[src/hdl/agu_pkg.sv]
// ----------------------------------------------------------------------------
// AdaGrad update package
// Shared widths, register indexes and types.
// ----------------------------------------------------------------------------
package agu_pkg;
	localparam int NumElements = 4096;
	localparam int IdxW = 12;
	localparam int DataW = 32;
	localparam int AccW = 64;
	localparam logic [0:0] RegLearningRate = 1'b0;
	localparam logic [0:0] RegEpsilon = 1'b1;

	// Request to the divider and its answer.
	typedef struct packed {
		logic        start;
		logic [63:0] dividend;
		logic [31:0] divisor;
	} div_req_t;

	typedef struct packed {
		logic        done;
		logic [63:0] quotient;
	} div_rsp_t;
endpackage

[src/hdl/agu_divider.sv]
// ----------------------------------------------------------------------------
// AdaGrad update divider
// Restoring unsigned division, one quotient bit per cycle.
// ----------------------------------------------------------------------------
module agu_divider import agu_pkg::*; (
	input  logic     clk,
	input  logic     arst_n,
	input  div_req_t req,
	output div_rsp_t rsp
);
	logic [63:0] quo_q;
	logic [32:0] rem_q;
	logic [31:0] dsr_q;
	logic [6:0]  cnt_q;
	logic        busy_q;
	logic [32:0] trial;
	logic [33:0] diff;

	always_comb begin
		trial = {rem_q[31:0], quo_q[63]};
		diff = {1'b0, trial} - {2'b00, dsr_q};
	end

	always_ff @(posedge clk or negedge arst_n) begin
		if (!arst_n) begin
			busy_q <= 1'b0;
			cnt_q <= '0;
			rsp.done <= 1'b0;
		end else begin
			rsp.done <= 1'b0;
			if (req.start) begin
				busy_q <= 1'b1;
				cnt_q <= 7'd0;
			end else if (busy_q) begin
				cnt_q <= cnt_q + 7'd1;
				if (cnt_q == 7'd63) begin
					busy_q <= 1'b0;
					rsp.done <= 1'b1;
				end
			end
		end
	end

	always_ff @(posedge clk) begin
		if (req.start) begin
			quo_q <= req.dividend;
			dsr_q <= req.divisor;
			rem_q <= '0;
		end else if (busy_q) begin
			if (!diff[33]) begin
				rem_q <= diff[32:0];
				quo_q <= {quo_q[62:0], 1'b1};
			end else begin
				rem_q <= trial;
				quo_q <= {quo_q[62:0], 1'b0};
			end
		end
	end

	assign rsp.quotient = quo_q;
endmodule

[config.mk]
export PLATFORM = sky130hd
export DESIGN_NAME = agu_divider
export DESIGN_NICKNAME = d
export VERILOG_FILES = /design/src/hdl/agu_pkg.sv /design/src/hdl/agu_divider.sv
export SDC_FILE = /design/constraint.sdc
export NUM_CORES = 1
export LEC_CHECK = 0
export ABC_AREA = 1
export BUFFER_PORTS_ARGS = -buffer_cell sky130_fd_sc_hd__clkbuf_2
export CORE_ASPECT_RATIO = 1.4
export CORE_MARGIN = 2
export CORE_UTILIZATION = 61
export CTS_CLUSTER_DIAMETER = 150
export DETAILED_ROUTE_END_ITERATION = 10
export GPL_TIMING_DRIVEN = 0
export PLACE_DENSITY = 0.84
export SLEW_MARGIN = 25
export SYNTH_ARGS = -nofsm -noshare
export SYNTH_HDL_FRONTEND = slang
export SYNTH_SLANG_ARGS = --single-unit
export TNS_END_PERCENT = 20
[constraint.sdc]
create_clock -name clk -period 8.4 [get_ports clk]
set_input_delay 2.52 -clock clk [delete_from_list [all_inputs] [get_ports clk]]
set_output_delay 2.52 -clock clk [all_outputs]
set_load 0.005 [all_outputs]
==> flow_metrics.tcl <==
set metrics [dict create \
    dp_hpwl_microns 17100 \
    grt_pass1_wl_microns 36200 \
    end_kind "register" \
    post_cts_resized 0 \
    dp_cells 1482 \
    relSlewSlack_pct 34.9 \
    intPower_mw 1.74 \
    critPathKind "in2reg" \
    synth.avg_cell_area_sq_um 7.34 \
    clkPwrFrac_pct 28.5 \
    synthToLayoutAreaGrowth_pct 20.2 \
    comb_power_share_pct 39.4 \
    critPathLaunchType "primary input" \
    grt_max_degree 51 \
    dieWidth_microns 103 \
    yosysSeqAreaShare_pct 44.9 \
    grt_pass1_vias 7653 \
    routed-wl-met3_microns 1870 \
    drv_slew 0 \
    antenna_found_initial 0 \
    firstDrtPassIters 5 \
    hold_path.class "reg2reg" \
    post_cts_buffers 0 \
    dr_total_vias 7825 \
    drt-total-wl_microns 22700 \
    ys_warn_count 0 \
    pwr-share-seq_pct 32.1 \
    cellPowerDensity_nw_per_um2 277 \
    portBuffers 163 \
    routabilityCongestion 0.983 \
    synth.top_cell.area_share_pct 34.6 \
    cts-htree-levels 4 \
    hold_end "rem_q[20]" \
    grt.overflow.total 0 \
    wl_met1_microns 8390 \
    clock-sinks 137 \
    rows 50 \
    layout-drive-gt1-share_pct 17.8 \
    max_clock_freq_mhz 235 \
    rsz0062_at_grt "no" \
    die_h_microns 142 \
    viasPerCell 5.17 \
    hold_depth 2 \
    instances_no_fill 1514 \
    ioPinCount 164 \
    highest-signal-layer "met4" \
    wl_per_cell_microns 15.0 \
    worst_pin_slew_ns 0.977 \
    cts_tree "yes" \
    dieArea_sq_um 14600 \
    run_status "finished, final reports clean" \
    worstRegToRegCells 15 \
    detail-route-antenna-nets 0 \
    setup_viol 0 \
    synth_fp_nets 1269 \
    swShare_pct 37.6 \
    cts_buffers 17 \
    synth-seq-cells 137 \
    clock_latency_ns 0.42 \
    critPathRequiredTime_ns 8.50 \
    layout.nets 1452 \
    drc 0 \
    fin_skew_ns 0.00650 \
    tns_ns 0 \
    min_from "rem_q[20]" \
    initial_utilization_pct 62.3 \
    synth_flop_cell "edfxtp_1" \
    reg2reg_to "rem_q[30]" \
    yosysMostFrequentCell "nand2_1" \
    fin_crit_ns 4.26 \
    synth.area.top_cells "edfxtp_1 35%, nand2_1 23%, inv_1 8.2%, dfxtp_1 7.7%, ha_1 4.9%" \
    clk_pin_slew_ns 0.06 \
    finalCritPeriodShare_pct 50.7 \
    diodes 0 \
    cts_max_path_buffers 2 \
    syn_area_sq_um 8340 \
    yosysTopAreaCell "edfxtp_1" \
    ir_drop_mv 0.149 \
    ff2ff_setup_slack_ns 5.96 \
    synth_common_cells "510 x nand2_1, 182 x inv_1, 96 x edfxtp_1" \
    cap_violations 0 \
    synthArstFlopShare_pct 6.57 \
    grt_use_total_pct 32.6 \
    leakage_nw 5.53 \
    cts_hold_buf 0 \
    finalHoldViolCount 0 \
    switching_power_mw 1.05 \
    ys_types 39 \
    first_iter_violations 426 \
    wl_met2_microns 11400 \
    clockRootBuffer "clkbuf_16" \
    cp_data_arrival_time_ns 4.36 \
    design.core.area_sq_um 13400 \
    synth_cells 1136 \
    timing.rr.start "quo_q[63]" \
    path_max_fanout 50 \
    synth_edf_count 96 \
]
[power groups by stage]
stage          Combinational, mW  Sequential, mW  Clock (mW)
2_1_floorplan              0.796           0.889           0
4_1_cts                     1.09           0.891       0.797
6_report                    1.10           0.892       0.793
3_3_place_gp                1.05           0.900           0
3_5_place_dp                1.07           0.901           0
5_1_grt                     1.23           0.903       0.823
[cells by family after synthesis]
logic type | after synthesis | share of synthesized area [%]
AOI/OAI and AO/OA | 40 | 2.74
xor gates and xnor gates | 14 | 1.47
adders and majority gates | 34 | 5.19
buffers and inverters | 218 | 10.5
DFF | 137 | 44.9
and+or+nand+nor | 693 | 35.1
[area by class of cell]
| type | instances | area, sq um |
|---|---|---|
| clock inverter | 13 | 175 |
| timing repair buffer | 164 | 843 |
| sequential | 137 | 3750 |
| inverter | 189 | 709 |
| buffer | 29 | 173 |
| multi-input combinational | 781 | 3720 |
| clock buffer | 19 | 433 |
| fill | 1083 | 3360 |
| tap | 182 | 228 |
[worst max path at each step]
stage / start / to / slack [ns] / cells after the start
6_report: req[96] / quo_q[30] / 4.14 / 5
5_1_grt: req[96] / quo_q[25] / 3.94 / 5
4_1_cts: req[96] / quo_q[30] / 4.10 / 5
3_5_place_dp: req[96] / quo_q[30] / 3.65 / 5
3_3_place_gp: req[96] / quo_q[30] / 1.44 / 4
2_1_floorplan: req[96] / quo_q[0] / 3.30 / 3
[routing by layer]
metal / vias to the layer above / track usage [%]
met5: - / 0
met4: 0 / 14.7
met3: 60 / 8.64
met2: 332 / 56.4
met1: 3531 / 37.2
li1: 3902 / -
[stage by stage]
| stage | instance area (sq um) | utilization, % | hold WS, ns | total power [mW] | worst slack (ns) |
|---|---|---|---|---|---|
| 3_5_place_dp | 9420 | 70.3 | 0.452 | 1.97 | 3.65 |
| 5_1_grt | 10000 | 74.9 | 0.498 | 2.96 | 3.94 |
| 4_1_cts | 10000 | 74.9 | 0.468 | 2.77 | 4.10 |
| 2_1_floorplan | 8340 | - | 0.424 | 1.69 | 3.30 |
| 3_3_place_gp | 9390 | 70.1 | 0.437 | 1.95 | 1.44 |
| 6_report | 10000 | 74.9 | 0.472 | 2.78 | 4.14 |
[cells in the final DEF (no fill, tap or decap), types with 7 or more instances in the layout]
cell,count
dfrtp_1,9
nand4_1,9
inv_2,7
clkbuf_1,17
o21ai_0,7
nor2_1,44
nand2_2,7
dfxtp_1,32
clkbuf_2,163
nand3_2,7
nand3_1,80
a21oi_1,16
clkbuf_16,17
ha_1,33
xnor2_1,12
inv_1,182
nand3b_1,16
edfxtp_1,96
nand2_1,510
nor3_1,8
o21ai_1,10
[registers in the layout, indices dropped and copies added, names as in the netlist]
register	cells
quo_q	64
dsr_q	32
rem_q	32
cnt_q	7
busy_q	1
rsp	1
[worst max-delay path: stages]
cell and delay (ns):
clkbuf_2 0.72, nor2_1 0.15, inv_1 0.19, clkbuf_4 0.43, buf_16 0.30
Power figures use the tool's default switching activity.
